$ cat src/rtl/core/ksa_pkg.sv
package ksa_pkg;

  localparam int unsigned Entries = 32;
  localparam int unsigned KeyW = 32;
  localparam int unsigned ValW = 32;
  localparam int unsigned SumW = 64;
  localparam int unsigned CntW = 32;
  localparam int unsigned DropW = 16;
  localparam logic [CntW-1:0] CountMax = '1;
  localparam logic [DropW-1:0] DropMax = '1;

  localparam logic ReqAdd = 1'b0;
  localparam logic ReqFlush = 1'b1;

  typedef struct packed {
    logic [KeyW-1:0] key;
    logic signed [SumW-1:0] sum;
    logic [CntW-1:0] count;
    logic signed [ValW-1:0] min;
    logic signed [ValW-1:0] max;
  } entry_t;

  // Token passed down the cell chain during an add.
  typedef struct packed {
    logic active;
    logic done;
    logic [KeyW-1:0] key;
    logic signed [ValW-1:0] value;
  } tok_t;

  // Commands broadcast from the controller to every cell.
  typedef struct packed {
    logic clear;
    logic shift;
  } cell_ctrl_t;

endpackage

$ cat src/rtl/core/ksa_div.sv
// Signed 64 / unsigned 32 division, one quotient bit per cycle, truncated.
module ksa_div (
  input  logic                           clk_i,
  input  logic                           rst_ni,
  input  logic                           start_i,
  input  logic signed [ksa_pkg::SumW-1:0] num_i,
  input  logic [ksa_pkg::CntW-1:0]        den_i,
  output logic                           busy_o,
  output logic                           done_o,
  output logic signed [ksa_pkg::ValW-1:0] quot_o
);

  localparam int unsigned StepW = $clog2(ksa_pkg::SumW + 1);

  logic [ksa_pkg::SumW-1:0] quo_q, quo_d;
  logic [ksa_pkg::CntW:0] rem_q, rem_d;
  logic [ksa_pkg::CntW-1:0] den_q;
  logic neg_q;
  logic [StepW-1:0] step_q;
  logic busy_q, done_q;
  logic [ksa_pkg::CntW:0] trial;
  logic [ksa_pkg::SumW-1:0] res;

  always_comb begin
    trial = {rem_q[ksa_pkg::CntW-1:0], quo_q[ksa_pkg::SumW-1]};
    quo_d = {quo_q[ksa_pkg::SumW-2:0], 1'b0};
    rem_d = trial;
    if (trial >= {1'b0, den_q}) begin
      rem_d = trial - {1'b0, den_q};
      quo_d[0] = 1'b1;
    end
    res = neg_q ? (~quo_q + 1'b1) : quo_q;
  end

  always_ff @(posedge clk_i or negedge rst_ni) begin
    if (!rst_ni) begin
      busy_q <= 1'b0;
      done_q <= 1'b0;
      step_q <= '0;
    end else begin
      done_q <= !start_i && busy_q && (step_q == StepW'(1));
      if (start_i) begin
        busy_q <= 1'b1;
        step_q <= StepW'(ksa_pkg::SumW);
      end else if (busy_q) begin
        step_q <= step_q - 1'b1;
        if (step_q == StepW'(1)) begin
          busy_q <= 1'b0;
        end
      end
    end
  end

  always_ff @(posedge clk_i) begin
    if (start_i) begin
      quo_q <= num_i[ksa_pkg::SumW-1] ? (~num_i + 1'b1) : num_i;
      neg_q <= num_i[ksa_pkg::SumW-1];
      rem_q <= '0;
      den_q <= den_i;
    end else if (busy_q) begin
      quo_q <= quo_d;
      rem_q <= rem_d;
    end
  end

  assign busy_o = busy_q;
  assign done_o = done_q;
  assign quot_o = res[ksa_pkg::ValW-1:0];

endmodule

$ cat config.mk
export PLATFORM = sky130hd
export DESIGN_NAME = ksa_div
export DESIGN_NICKNAME = d
export VERILOG_FILES = /design/src/rtl/core/ksa_pkg.sv /design/src/rtl/core/ksa_div.sv
export SDC_FILE = /design/constraint.sdc
export NUM_CORES = 1
export LEC_CHECK = 0
export BUFFER_PORTS_ARGS = -buffer_cell sky130_fd_sc_hd__buf_2
export CAP_MARGIN = 20
export CORE_ASPECT_RATIO = 1.75
export CORE_MARGIN = 5
export CORE_UTILIZATION = 53
export CTS_BUF_LIST = sky130_fd_sc_hd__clkbuf_16
export CTS_CLUSTER_DIAMETER = 80
export DETAILED_ROUTE_END_ITERATION = 16
export GPL_TIMING_DRIVEN = 0
export HOLD_SLACK_MARGIN = 0.15
export PLACE_DENSITY = 0.75
export SYNTH_ARGS = -nofsm -noshare
export SYNTH_HDL_FRONTEND = slang
export SYNTH_SLANG_ARGS = --single-unit
$ cat constraint.sdc
create_clock -name clk_i -period 4.5 [get_ports clk_i]
set_clock_uncertainty 0.05 [all_clocks]
set_input_delay 1.35 -clock clk_i [delete_from_list [all_inputs] [get_ports clk_i]]
set_output_delay 1.35 -clock clk_i [all_outputs]
set_load 0.02 [all_outputs]
==> reports/metrics.csv <==
metric,value,unit
routed wl met3,1.37,mm
Synth Area in Adders,0.0511,
diode count,0,
Worst path slowest cell,or4_4,
Crit Path Max Fanout,4,
RSZ-0062 raised after global routing,yes,
crit-path cells,or4_4 > or3_4 > or3_4 > or3_4 > buf_4 > buf_6 > o41ai_4 > xnor2_1 > buf_4,
max layer used,met5,
first-pass GRT wire length,41.1,mm
met2 WL,14.7,mm
"commonest non-fill, non-tap cell in the layout",nor2_1,
via count,8526,
post-DR wirelength/cell,18.4,µm
Crit path buffers/inverters,3,
post-route cell area,11200,µm²
Core Box Area,17000,µm²
Die X,110,µm
DRT met1 WL,9.16,mm
syn_area_per_cell,8.88,µm²
"CTS clk-pin slew, worst paths",0.06,ns
Worst-Skew Late Latency,0.43,ns
cell taking the most area after synthesis,edfxtp_1,
CTS sink count,138,
critical path class,register to output pin,
Reg-to-Reg End,rem_q[16]$_SDFFE_PP0P_,
largest net degree at the start of global routing,65,
clk root buf,clkbuf_16,
routability cong.,0.977,
fillcell total,1483,
final WL,26.6,mm
mapped cell area,9210,µm²
Highest Clock Rate,0.210,GHz
hold path start,rem_q[12]$_SDFFE_PP0P_,
Top Ports,133,
Via density,5.90,
origin of the critical flop-to-flop path,den_q[1]$_DFFE_PP_,
MaxCap Viol Count,0,
"EDFF count, synth",97,
post-synth cell types,64,
element type at the critical path end,output pin,
Worst-Margin Slew,0.914,ns
start point of the critical path,quo_q[8]$_DFFE_PP_,
minimum clock period,4.77,ns
Sequential Power Share,0.330,
# rows,63,
post-synthesis sequential area ratio,0.410,
Post-Synth XOR/XNOR Area,0.118,
DRT iter0 DRCs,405,
Cells after Synth,1037,
Sw Share,0.397,
largest family of logic cells by synthesized area,compound AO/OA/AOI/OAI gates,
Syn Nets,1173,
final worst slack,-0.265,ns
Yosys top cell area share,0.316,
GRT Overall Usage,0.261,
Final Core Density,0.656,
Max clock buf depth,2,
critical path arrival,3.37,ns
run status,"complete, but fails checks",
die height,184,µm
setup_tns,-1.93,ns
cell family with most CP delay,simple AND/OR/NAND/NOR gates,
CTS tree,done,
die area,20200,µm²
CP Capture Point,quot_o[25],
internal power,0.00347,W
Post-synth top flop,edfxtp_1,
Hold Slack,0.447,ns
DP Area,10200,µm²
post-synthesis mux area share,0.0103,
P per Cell Area,516,nW/µm²
Ys Warns,0,
Synth Area in Simple Gates,0.180,
DP HPWL,19.4,mm
worst reg2reg path depth,13,
post-route ant nets,0,
CP Launch Type,register,
Post-Place Worst Slack,0.0402,ns
initial antenna violation count,1,
Setup Viol. Count Final,12,
Slew HR,0.390,
FF-to-FF setup slack,0.89,ns
Layout Nets,1341,
synthesis-to-layout area growth,21.3,%
Worst path depth,9,
failing checks,setup timing,
P_sw,0.00229,W
critical path's largest stage delay,0.55,ns
fin crit share,1.06,
Post-CTS Hold Buffers,0,
GRT Residual Overflow,0,
DRC viols,0,
Initial DRT Pass Iterations,5,
H-tree levels,4,
Leakage Power,4.53,nW
Yosys reg bits,138,
Min-Delay Path Class,register to register,
max-slew violations,0,
Worst EP required,3.10,ns
share of cells above drive strength 1,0.189,
cell repeated most along the worst path,or3_4,
most frequent cells in the layout,"129 x nor2_1, 121 x buf_2, 111 x nand2_1, 97 x edfxtp_1, 92 x a21oi_1",
port buffer count,131,
Worst IR Drop VDD,268,µV
final hold vios,0,
Comb pwr share,0.411,
Synth Area in Compound Gates,0.186,
vias in the first global route,8612,
clock power share,0.259,
CTS Buf Count,17,
async set or reset register ratio after synthesis,0.0652,
top area cells in the synthesized netlist,"edfxtp_1 32%, dfxtp_1 7.0%, xor2_1 6.6%",
Initial Utilization,0.541,
-- state kept, by name, summed over array words and instances (netlist names) --
| name | flops |
|---|---|
| step_q | 7 |
| neg_q | 1 |
| done_o | 1 |
| den_q | 32 |
| quo_q | 64 |
| busy_o | 1 |
| rem_q | 32 |
-- power groups by stage --
stage / Clock, W / Sequential, W / Combinational, W
2_1_floorplan: 0 / 0.00183 / 0.00170
3_3_place_gp: 0 / 0.00190 / 0.00223
3_5_place_dp: 0 / 0.00191 / 0.00227
4_1_cts: 0.00150 / 0.00189 / 0.00232
5_1_grt: 0.00155 / 0.00193 / 0.00261
6_report: 0.00149 / 0.00190 / 0.00237
-- tightest hold or removal path: stages (launching register included) --
cell      delay (ns)
dfxtp_1         0.32
nand2_1         0.06
a311oi_1        0.07
-- worst min-delay path by stage --
| stage | endpoint | depth (start not counted) |
|---|---|---|
| CTS | rem_q[13]$_SDFFE_PP0P_ | 2 |
| floorplan | rem_q[2]$_SDFFE_PP0P_ | 2 |
| global route | rem_q[9]$_SDFFE_PP0P_ | 2 |
| detailed placement | rem_q[13]$_SDFFE_PP0P_ | 2 |
| finish | rem_q[13]$_SDFFE_PP0P_ | 2 |
| global placement | rem_q[13]$_SDFFE_PP0P_ | 2 |
-- cell type report --
class / count / area (µm²) / share of cell area
plain buffers: 57 / 221 / 0.0198
clock buffers: 17 / 425 / 0.0381
clock inverters: 15 / 186 / 0.0167
inverters: 50 / 190 / 0.0170
multi-input cells: 792 / 5240 / 0.469
flip-flops and latches: 138 / 3780 / 0.338
well taps: 227 / 284 / 0.0254
repair buffers: 149 / 842 / 0.0754
-- logic make-up after synthesis --
kind of cell,after synthesis
compound gates,263
flops,138
simple gates,359
buf+inv,107
fa+ha+maj,37
mux,9
xor+xnor,124
-- synthesized netlist by cell type (3+ instances only) --
cell type,count
xor2_1,69
mux2_2,4
edfxtp_1,97
a211oi_1,8
nand2b_1,9
mux2i_1,5
or2_2,4
o21a_1,7
a21oi_1,92
dfrtp_1,9
or4_1,8
ha_1,36
a21o_1,11
o41ai_1,11
o21ai_0,53
nor2_1,129
nor3b_1,3
nor4_1,7
nor3_1,13
a311oi_1,28
nor2b_1,8
buf_2,3
nand3b_1,4
dfxtp_1,32
and3_1,6
nand3_1,17
nand4_1,5
clkbuf_1,46
or3_1,19
o21bai_1,3
buf_1,7
inv_1,50
nand2_1,114
xnor2_1,55
o31ai_1,25
a31oi_1,3
-- metrics by stage --
stage | power [W] | std cells
3_3_place_gp | 0.00414 | 1395
2_1_floorplan | 0.00353 | 1037
4_1_cts | 0.00571 | 1434
5_1_grt | 0.00609 | 1445
3_5_place_dp | 0.00418 | 1395
6_report | 0.00576 | 1445
-- layer usage --
| metal | GRT usage | vias to the layer above |
|---|---|---|
| met4 | 0.140 | 2 |
| li1 | - | 4052 |
| met5 | 0 | - |
| met2 | 0.497 | 298 |
| met3 | 0.0494 | 103 |
| met1 | 0.257 | 4071 |
-- repair_timing --
action / CTS / global route
resized for setup: 32 / 27
pin swaps: 8 / 19
endpoints found under the setup margin: 12 / 13
setup buffers: 7 / 11
No activity file was read; power rests on OpenSTA's default activity.
