## src/rtl/core/ksa_pkg.sv

```systemverilog
package ksa_pkg;

  localparam int unsigned Entries = 32;
  localparam int unsigned KeyW = 32;
  localparam int unsigned ValW = 32;
  localparam int unsigned SumW = 64;
  localparam int unsigned CntW = 32;
  localparam int unsigned DropW = 16;
  localparam logic [CntW-1:0] CountMax = '1;
  localparam logic [DropW-1:0] DropMax = '1;

  localparam logic ReqAdd = 1'b0;
  localparam logic ReqFlush = 1'b1;

  typedef struct packed {
    logic [KeyW-1:0] key;
    logic signed [SumW-1:0] sum;
    logic [CntW-1:0] count;
    logic signed [ValW-1:0] min;
    logic signed [ValW-1:0] max;
  } entry_t;

  // Token passed down the cell chain during an add.
  typedef struct packed {
    logic active;
    logic done;
    logic [KeyW-1:0] key;
    logic signed [ValW-1:0] value;
  } tok_t;

  // Commands broadcast from the controller to every cell.
  typedef struct packed {
    logic clear;
    logic shift;
  } cell_ctrl_t;

endpackage

```

## src/rtl/core/ksa_cell.sv

```systemverilog
// One slot. An add token passes through: a matching valid cell absorbs it,
// otherwise the first empty cell it reaches opens. During a flush the slots
// shift toward cell 0 one place per shift pulse.
module ksa_cell (
  input  logic                    clk_i,
  input  logic                    rst_ni,
  input  ksa_pkg::cell_ctrl_t     ctrl_i,
  input  ksa_pkg::tok_t           tok_i,
  output ksa_pkg::tok_t           tok_o,
  input  logic                    nxt_valid_i,
  input  ksa_pkg::entry_t         nxt_entry_i,
  output logic                    valid_o,
  output ksa_pkg::entry_t         entry_o
);

  logic valid_q, valid_d;
  ksa_pkg::entry_t ent_q, ent_d;
  ksa_pkg::tok_t tok_q, tok_d;
  logic hit;

  assign hit = tok_i.active && !tok_i.done && valid_q && (ent_q.key == tok_i.key);

  always_comb begin
    valid_d = valid_q;
    ent_d = ent_q;
    tok_d = tok_i;
    if (ctrl_i.clear) begin
      valid_d = 1'b0;
      tok_d.active = 1'b0;
    end else if (ctrl_i.shift) begin
      valid_d = nxt_valid_i;
      ent_d = nxt_entry_i;
    end else if (tok_i.active && !tok_i.done) begin
      if (hit) begin
        if (ent_q.count != ksa_pkg::CountMax) begin
          ent_d.sum = ent_q.sum + ksa_pkg::SumW'(tok_i.value);
          ent_d.count = ent_q.count + 1'b1;
        end
        if (tok_i.value < ent_q.min) ent_d.min = tok_i.value;
        if (tok_i.value > ent_q.max) ent_d.max = tok_i.value;
        tok_d.done = 1'b1;
      end else if (!valid_q) begin
        valid_d = 1'b1;
        ent_d.key = tok_i.key;
        ent_d.sum = ksa_pkg::SumW'(tok_i.value);
        ent_d.count = ksa_pkg::CntW'(1);
        ent_d.min = tok_i.value;
        ent_d.max = tok_i.value;
        tok_d.done = 1'b1;
      end
    end
  end

  always_ff @(posedge clk_i or negedge rst_ni) begin
    if (!rst_ni) begin
      valid_q <= 1'b0;
      tok_q <= '0;
    end else begin
      valid_q <= valid_d;
      tok_q <= tok_d;
    end
  end

  always_ff @(posedge clk_i) begin
    ent_q <= ent_d;
  end

  assign tok_o = tok_q;
  assign valid_o = valid_q;
  assign entry_o = ent_q;

endmodule

```

## config.mk

```make
export PLATFORM = sky130hd
export DESIGN_NAME = ksa_cell
export DESIGN_NICKNAME = d
export VERILOG_FILES = /design/src/rtl/core/ksa_pkg.sv /design/src/rtl/core/ksa_cell.sv
export SDC_FILE = /design/constraint.sdc
export NUM_CORES = 1
export LEC_CHECK = 0
export CAP_MARGIN = 20
export CORE_MARGIN = 2
export CORE_UTILIZATION = 35
export CTS_CLUSTER_SIZE = 8
export DETAILED_ROUTE_END_ITERATION = 7
export DONT_BUFFER_PORTS = 1
export GPL_TIMING_DRIVEN = 1
export PLACE_DENSITY = 0.58
export SYNTH_ARGS = -nofsm -noshare
export SYNTH_HDL_FRONTEND = slang
export SYNTH_SLANG_ARGS = --single-unit
```

## constraint.sdc

```tcl
create_clock -name clk_i -period 9.1 [get_ports clk_i]
set_input_delay 1.82 -clock clk_i [delete_from_list [all_inputs] [get_ports clk_i]]
set_output_delay 1.82 -clock clk_i [all_outputs]
set_load 0.01 [all_outputs]
```

==> results.toml, run 1 <==
[status]
outcome = "complete, no violations"

[synthesis]
synth_seq_area_share_pct = 45.5
synthFlopType = "edfxtp_1"
syn_area_per_cell_sq_um = 9.73
yosys_warnings = 0
syn-num-nets = 2070
synthCells = 1679
synth_edf_count = 192
async_flop_share_pct = 25.9
mappedNetlistArea_sq_um = 16300
ys_seq_elements = 259
ys_types = 76

[finish]
syn_to_final_growth_pct = 10.2
fin_nets = 2047
layout.cells.non_filler = 2294
mostFrequentLayoutCell = "nand2_1"
drive_gt1_share_pct = 6.71
mostFrequentLayoutCells = "305 x nand2_1, 192 x edfxtp_1, 139 x a21oi_1, 127 x ha_1, 87 x o21ai_0"
finalInstanceArea_sq_um = 18000

[hold_path]
whs_path_depth = 2
hold_path_class = "register to register"
hold_start = "entry_o[91]"

[placement]
finalWeightedCongestion = 0.916
dp_hpwl_um = 41500
placed_area_sq_um = 16900
placed_cells = 2223
io_buffer_count = 0

[worst_setup_path]
worstReg2RegEnd = "entry_o[105]"
r2r-start = "entry_o[191]"
endpoint = "entry_o[105]"
setup.worst_path.start = "tok_i[55]"
r2r_cells = 11
cp_max_fo = 75
cp.arrival_ps = 5610
cp.required_ps = 9270
critPathKind = "input pin to register"
cp-end-kind = "register"
start_kind = "input pin"
rrSetupSlack_ps = 4430

[sta]
fin_skew_ps = 24.4
setup_tns_ps = 0
rsz0062_at_grt = "no"
worst_pin_slew_ps = 1070
slew_headroom_pct = 28.9
min_period_ps = 5440
setup_viol = 0
fmax_ghz = 0.184
hold_violations = 0
drv_slew = 0
post-route-period-util_pct = 59.7
holdWs_ps = 760

[clock_tree]
htree_levels = 2
hold_buffers = 0
clockBufferDepth = 3
path_clk_slew_ps = 50
worstSkewPairLatency_ps = 540
cts_resized = 0
cts_setup_buffers = 0
clock_tree.root_cell = "clkbuf_16"
clock-sinks = 259
cts_tree = "yes"
cts_buffers = 38

[route]
via_count = 12849
wl_per_cell_um = 23.8
routed_wl_um = 54600
via_per_inst = 5.60
ant_nets = 0
dr.pass1.iters = 4
drcViolationCount = 0
drt_iter0_drc = 730

[global_route]
antenna_found_initial = 3
grt_pass1_vias = 12842
grt_use_total_pct = 21.7
grt_max_degree = 254
gr-total-overflow = 0
grt_first_pass_wirelength_um = 79500

[job]
maxCapViolations = 0

[floorplan]
fp.dieArea_sq_um = 48400
core_area_sq_um = 46400
placementRows = 79
ios = 522
start_util_pct = 35.3
fp.dieW_um = 220
die_y_um = 220

[power_and_ir_drop]
cellInternalPower_mw = 2.35
peakVddDrop_mv = 0.152
combPwrFrac_pct = 15.3
p_sw_mw = 0.919
seq_power_share_pct = 44.3
total_power_mw = 3.27
swShare_pct = 28.1
power.density_nw_per_um2 = 182
cellLeakagePower_nw = 7.42
clock_power_share_pct = 40.5
-- worst min path at each step --
stage | endpoint | slack [ps]
finish | entry_o[91] | 760
global route | entry_o[93] | 810
CTS | entry_o[91] | 770
detailed placement | entry_o[87] | 760
global placement | entry_o[87] | 730
floorplan | entry_o[64] | 670
-- cell families after synthesis --
| group | Yosys count | synth area share [%] |
|---|---|---|
| mux | 37 | 2.51 |
| buf+inv | 158 | 4.05 |
| flops | 259 | 45.5 |
| fa+ha+maj | 128 | 9.85 |
| simple gates | 542 | 14.8 |
| compound gates | 437 | 16.9 |
| xor+xnor | 118 | 6.32 |
-- flip-flops by register name, summed over array words and instances, names as in the netlist --
register  count
valid_o       1
entry_o     192
tok_o        66
-- synthesized netlist by cell type, types with 17 or more instances --
cell	number	share of area [%]
nand4_1	41	1.6
o21ai_0	87	2.7
a21oi_1	140	4.3
inv_1	85	2.0
mux2_2	32	2.2
xor2_1	74	4.0
edfxtp_1	192	35
a21o_1	57	2.6
nand2_1	305	7.0
nor2_1	84	1.9
xnor2_1	44	2.4
o21bai_1	17	0.78
dfrtp_1	67	10
o21ai_1	30	0.92
and3_1	21	0.80
nand3_1	25	0.77
clkbuf_1	49	1.1
o31ai_1	18	0.83
ha_1	127	9.7
-- layout make-up --
class	count	area [sq um]
diodes	3	7.51
repair buffers	10	72.6
well taps	607	759
multi-input cells	1262	8300
flip-flops and latches	259	7440
clock buffers	65	1070
inverters	85	319
clock inverters	3	33.8
fillers	4574	28400
-- power by group through the flow --
stage	sequential (mW)	clock [mW]	combinational, mW
floorplan	1.44	0	0.397
global placement	1.47	0	0.489
detailed placement	1.47	0	0.496
CTS	1.45	1.36	0.500
global route	1.46	1.41	0.560
finish	1.45	1.32	0.500
-- per-layer routing --
layer | share of wire (%) | global-route usage, % | vias up
met1 | 40 | 26.4 | 6176
met3 | 9.0 | 6.43 | 105
met5 | 0 | 0 | -
met2 | 47 | 36.0 | 552
met4 | 3.7 | 8.68 | 0
li1 | - | - | 6016
-- critical path: stages --
cell and delay [ps]:
xor2_1 140, nor4_1 350, nand4_1 230, nor2_1 390, nand3_4 100, buf_4 320, nor2_1 190, nor2_1 200
a31oi_4 550, buf_4 650, buf_4 580
-- per-stage QoR --
stage	utilization [%]	setup WS, ps
floorplan	-	1590
global placement	36.4	3080
CTS	38.8	3560
finish	38.8	3660
global route	38.8	3260
detailed placement	36.4	3000
(Power assumes the default switching activity.)
==> inputs of run 2 (changes only) <==
Settings changed: PLACE_DENSITY 0.58 to 0.6.
Clock period 9.1 ns to 4.7 ns, I/O delays scaled along.
==> run 2 against run 1 <==
Compared with the run above: critical endpoint is now entry_o[36]; final area up 0.36%; first-iteration DRC count up 34%; sequential cell count is the same; critical path type is now register to register; setup slack worse by 2800 ps; cell count increased by 0.31%; largest cell class unchanged; register-to-register slack worse by 3600 ps.
==> results.toml, run 2 (same netlist as run 1, synthesis figures left out) <==
[status]
outcome = "complete, no violations"

[placement]
dp_hpwl_um = 41800
place_ws_ps = 376
finalWeightedCongestion = 0.897
placed_area_sq_um = 16900
io_buffer_count = 0

[sta]
timing.final.ws_setup_ps = 871
fmax_ghz = 0.261
slew_headroom_pct = 37.4
setup_tns_ps = 0
drv_slew = 0
post-route-period-util_pct = 81.5
worst_pin_slew_ps = 939
rsz0062_at_grt = "no"
hold_violations = 0
min_period_ps = 3830
fin_skew_ps = 24.4
setup_viol = 0

[power_and_ir_drop]
swShare_pct = 28.8
clock_power_share_pct = 40.8
peakVddDrop_mv = 0.253
cellInternalPower_mw = 4.55
cellLeakagePower_nw = 7.45
seq_power_share_pct = 44.0
power.density_nw_per_um2 = 353
p_sw_mw = 1.84
combPwrFrac_pct = 15.2

[clock_tree]
path_clk_slew_ps = 50
cts_tree = "yes"
hold_buffers = 0
htree_levels = 2
clock-sinks = 259
cts_resized = 0
cts_buffers = 38
clock_tree.root_cell = "clkbuf_16"
cts_setup_buffers = 0
clockBufferDepth = 3
worstSkewPairLatency_ps = 570

[global_route]
antenna_found_initial = 5
gr-total-overflow = 0
grt_first_pass_wirelength_um = 80000
grt_use_total_pct = 22.0
grt_max_degree = 254
grt_pass1_vias = 12821

[route]
via_per_inst = 5.57
via_count = 12809
wl_per_cell_um = 23.9
dr.pass1.iters = 5
drt_iter0_drc = 976
routed_wl_um = 55100
ant_nets = 0
drcViolationCount = 0

[finish]
drive_gt1_share_pct = 6.92
syn_to_final_growth_pct = 10.6
mostFrequentLayoutCells = "305 x nand2_1, 192 x edfxtp_1, 139 x a21oi_1, 127 x ha_1, 87 x o21ai_0"
fin_nets = 2052
largest_reg_flops = 192
finalInstanceArea_sq_um = 18100
mostFrequentLayoutCell = "nand2_1"
utilization_pct = 39.0

[floorplan]
start_util_pct = 35.3
placementRows = 79
core_area_sq_um = 46400
fp.dieW_um = 220
ios = 522
die_y_um = 220
fp.dieArea_sq_um = 48400

[job]
maxCapViolations = 0

[worst_setup_path]
cp.arrival_ps = 4040
r2r-start = "entry_o[33]"
critPathKind = "register to register"
r2r_cells = 13
cp.required_ps = 4920
rrSetupSlack_ps = 870
start_kind = "register"
cp-end-kind = "register"
cp_max_fo = 17
worstReg2RegEnd = "entry_o[36]"

[hold_path]
hold_path_class = "input pin to async pin"
[run 2: layer usage]
layer  track usage, %  routed length [um]  vias up
met3             6.98                4650       89
li1                 -                   -     6014
met4             7.96                1710        2
met5                0                   8        -
met1             26.6               22300     6186
met2             36.8               26300      518
[run 2: how the worst max path moves through the flow]
stage,startpoint,endpoint,slack [ps],depth (start not counted)
CTS,entry_o[33],entry_o[36],810,13
global route,entry_o[33],entry_o[36],500,13
floorplan,tok_i[17],entry_o[0],100,10
global placement,tok_i[1],entry_o[35],350,12
detailed placement,tok_i[1],entry_o[35],380,12
finish,entry_o[33],entry_o[36],870,13
[run 2: worst max-delay path: stages (launching register included)]
cell      delay, ps
edfxtp_1        460
inv_1            90
ha_1            220
a21boi_1        120
o21ai_0         170
nand2b_1         80
a21o_1          180
a21o_1          170
a21o_1          190
a211oi_1        250
o41ai_1         150
buf_4           180
a211oi_4        780
buf_4           440
[run 2: area by class of cell]
cell class	instances	area [sq um]
antenna	4	10.0
clock buffer	65	1050
clock inverter	4	63.8
fill	4517	28300
inverter	85	319
multi-input combinational	1262	8300
sequential	259	7440
tap	607	759
timing repair buffer	15	125
[run 2: per-stage QoR]
| step | power (mW) | hold WS [ps] | std cells |
|---|---|---|---|
| 6_report | 6.38 | 67.4 | 2301 |
| 5_1_grt | 6.67 | 44.6 | 2300 |
| 3_3_place_gp | 3.80 | 647 | 2228 |
| 2_1_floorplan | 3.56 | 644 | 1679 |
| 4_1_cts | 6.44 | 41.8 | 2297 |
| 3_5_place_dp | 3.81 | 646 | 2228 |
[run 2: power groups by stage]
stage                     Clock (mW)  Sequential [mW]  Combinational, mW
after detailed placement           0             2.85              0.963
after global routing            2.77             2.82               1.09
after CTS                       2.66             2.81              0.970
after floorplan                    0             2.79              0.771
final                           2.60             2.81              0.973
after global placement             0             2.85              0.949
==> inputs of run 3 (changes only) <==
Settings changed: ABC_AREA set to 1, PLACE_DENSITY 0.6 to 0.58.
Clock period 4.7 ns to 3.8 ns, I/O delays scaled along.
==> run 3 against run 2 <==
Compared with the run above: synthesized cell count grew 54%; first-iteration DRC count grew 9.2%; sequential cell count unchanged; count of clock-buffer cells in the layout shrank 2; routed wire length is 35% higher; power increased by 34%; largest cell class unchanged; highest routed layer unchanged.
==> results.toml, run 3 <==
[status]
outcome = "complete, no violations"

[synthesis]
synth_most_common_cell = "nand2_1"
syn-num-nets = 2984
synthMuxAreaShare_pct = 0
ys_seq_elements = 259
synthSimpleGateAreaFrac_pct = 31.1
synth_top_area_cell = "edfxtp_1"
synth_seq_area_share_pct = 40.1
synth_top_area_share_pct = 31.0
synthCells = 2593
mappedNetlistArea_sq_um = 18600
synthTopCellsByArea = "edfxtp_1 31%, nand2_1 22%, dfrtp_1 9.0%, ha_1 8.6%, inv_1 8.1%"
synth_common_cells = "1075 x nand2_1, 403 x inv_1, 192 x edfxtp_1"
synth-compound-area-share_pct = 8.05
syn_area_per_cell_sq_um = 7.16
synthAdderAreaFrac_pct = 8.66
ys_types = 44
synthFlopType = "edfxtp_1"
synth_top_family_by_area = "simple AND/OR/NAND/NOR gates"
async_flop_share_pct = 25.9
yosys_warnings = 0
synth_edf_count = 192
synthXorXnorAreaFrac_pct = 2.64

[clock_tree]
path_clk_slew_ps = 60
clock-sinks = 259
cts_setup_buffers = 0
cts_resized = 0
cts_tree = "yes"
hold_buffers = 1
worstSkewPairLatency_ps = 580
clockBufferDepth = 3
htree_levels = 2
cts_buffers = 40
clock_tree.root_cell = "clkbuf_16"

[sta]
setup_viol = 0
timing.final.ws_setup_ps = 854
slew_headroom_pct = 46.3
worst_pin_slew_ps = 806
post-route-period-util_pct = 77.5
drv_slew = 0
fin_skew_ps = 29.0
fmax_ghz = 0.339
min_period_ps = 2950
setup_tns_ps = 0
hold_violations = 0
rsz0062_at_grt = "no"

[placement]
finalWeightedCongestion = 0.967
placed_cells = 3248
io_buffer_count = 0
place_ws_ps = 610
dp_hpwl_um = 60300

[worst_setup_path]
cp_max_fo = 48
cp-end-kind = "register"
start_kind = "register"
critPathKind = "register to register"
cp.required_ps = 4000
cp.arrival_ps = 3140

[route]
via_per_inst = 5.13
ant_nets = 0
routed_wl_um = 74500
drt_iter0_drc = 1066
wl_per_cell_um = 22.4
via_count = 17019
drcViolationCount = 0
dr.pass1.iters = 5

[power_and_ir_drop]
swShare_pct = 31.6
peakVddDrop_mv = 0.251
cellLeakagePower_nw = 10.3
combPwrFrac_pct = 17.5
p_sw_mw = 2.70
cellInternalPower_mw = 5.85
total_power_mw = 8.54
seq_power_share_pct = 41.2
power.density_nw_per_um2 = 414
clock_power_share_pct = 41.3

[finish]
drive_gt1_share_pct = 3.34
fin_nets = 2994
mostFrequentLayoutCell = "nand2_1"
layout.cells.non_filler = 3319
syn_to_final_growth_pct = 11.1
utilization_pct = 39.3
antenna_cells = 0
largest_reg_flops = 192
mostFrequentLayoutCells = "1075 x nand2_1, 402 x inv_1, 192 x edfxtp_1, 170 x nor2_1, 127 x ha_1"

[floorplan]
die_y_um = 234
ios = 522
fp.dieArea_sq_um = 54900
start_util_pct = 35.3
fp.dieW_um = 234
placementRows = 84
core_area_sq_um = 52600

[global_route]
antenna_found_initial = 2
grt_max_degree = 222
gr-total-overflow = 0
grt_first_pass_wirelength_um = 107000
grt_use_total_pct = 26.5
grt_pass1_vias = 16575

[job]
maxCapViolations = 0

[hold_path]
hold_path_class = "input pin to async pin"
==> run 3: power by group through the flow <==
stage	logic [mW]	registers (mW)	clock network [mW]
5_1_grt	1.70	3.53	3.74
3_3_place_gp	1.46	3.57	0
3_5_place_dp	1.47	3.57	0
6_report	1.50	3.52	3.53
4_1_cts	1.50	3.52	3.63
2_1_floorplan	1.06	3.48	0
==> run 3: per-stage QoR <==
step / hold slack (ps) / cell area (sq um)
after floorplan: 464 / 18600
after global placement: 466 / 19400
after detailed placement: 466 / 19400
after CTS: 51.4 / 20600
after global routing: 66.8 / 20600
final: 66.5 / 20600
==> run 3: routing by layer <==
| metal | wire, um | global-route usage, % |
|---|---|---|
| met5 | 12 | 0 |
| met4 | 1790 | 6.94 |
| met3 | 5520 | 6.12 |
| met2 | 35000 | 44.4 |
| met1 | 32100 | 34.4 |
==> run 3: worst max-delay path: stages, from the launching register on <==
cell      delay [ps]
edfxtp_1         520
ha_1             290
inv_1            100
nor3_1           320
nand2_1          220
inv_1            120
nand4_1          170
o21ai_0          350
nor2_4            50
buf_4            320
==> run 3: logic make-up after synthesis <==
group                    count (synthesis)
AO/OA/AOI/OAI                          254
flip-flops                             259
AND/OR/NAND/NOR                       1442
adder cells (fa/ha/maj)                128
XOR/XNOR                                56
buffers and inverters                  454
==> run 3: layout make-up <==
cell class	count	area [sq um]
fill	5639	31900
clock inverter	7	113
timing repair buffer	18	180
tap	688	861
clock buffer	63	1120
inverter	404	1520
sequential	259	7440
multi-input combinational	1880	9410
==> run 3: worst paths after layout <==
check	start	endpoint	slack (ps)	depth (start not counted)
min in group clk_i	tok_i[47]	tok_o[47]	210	0
worst max register to register	entry_o[65]	entry_o[140]	850	9
worst min register to register	entry_o[64]	entry_o[65]	760	2
worst min-delay path	rst_ni	tok_o[53]	70	1
max in group asynchronous	rst_ni	tok_o[28]	3340	1
worst max-delay path	entry_o[65]	entry_o[140]	850	9
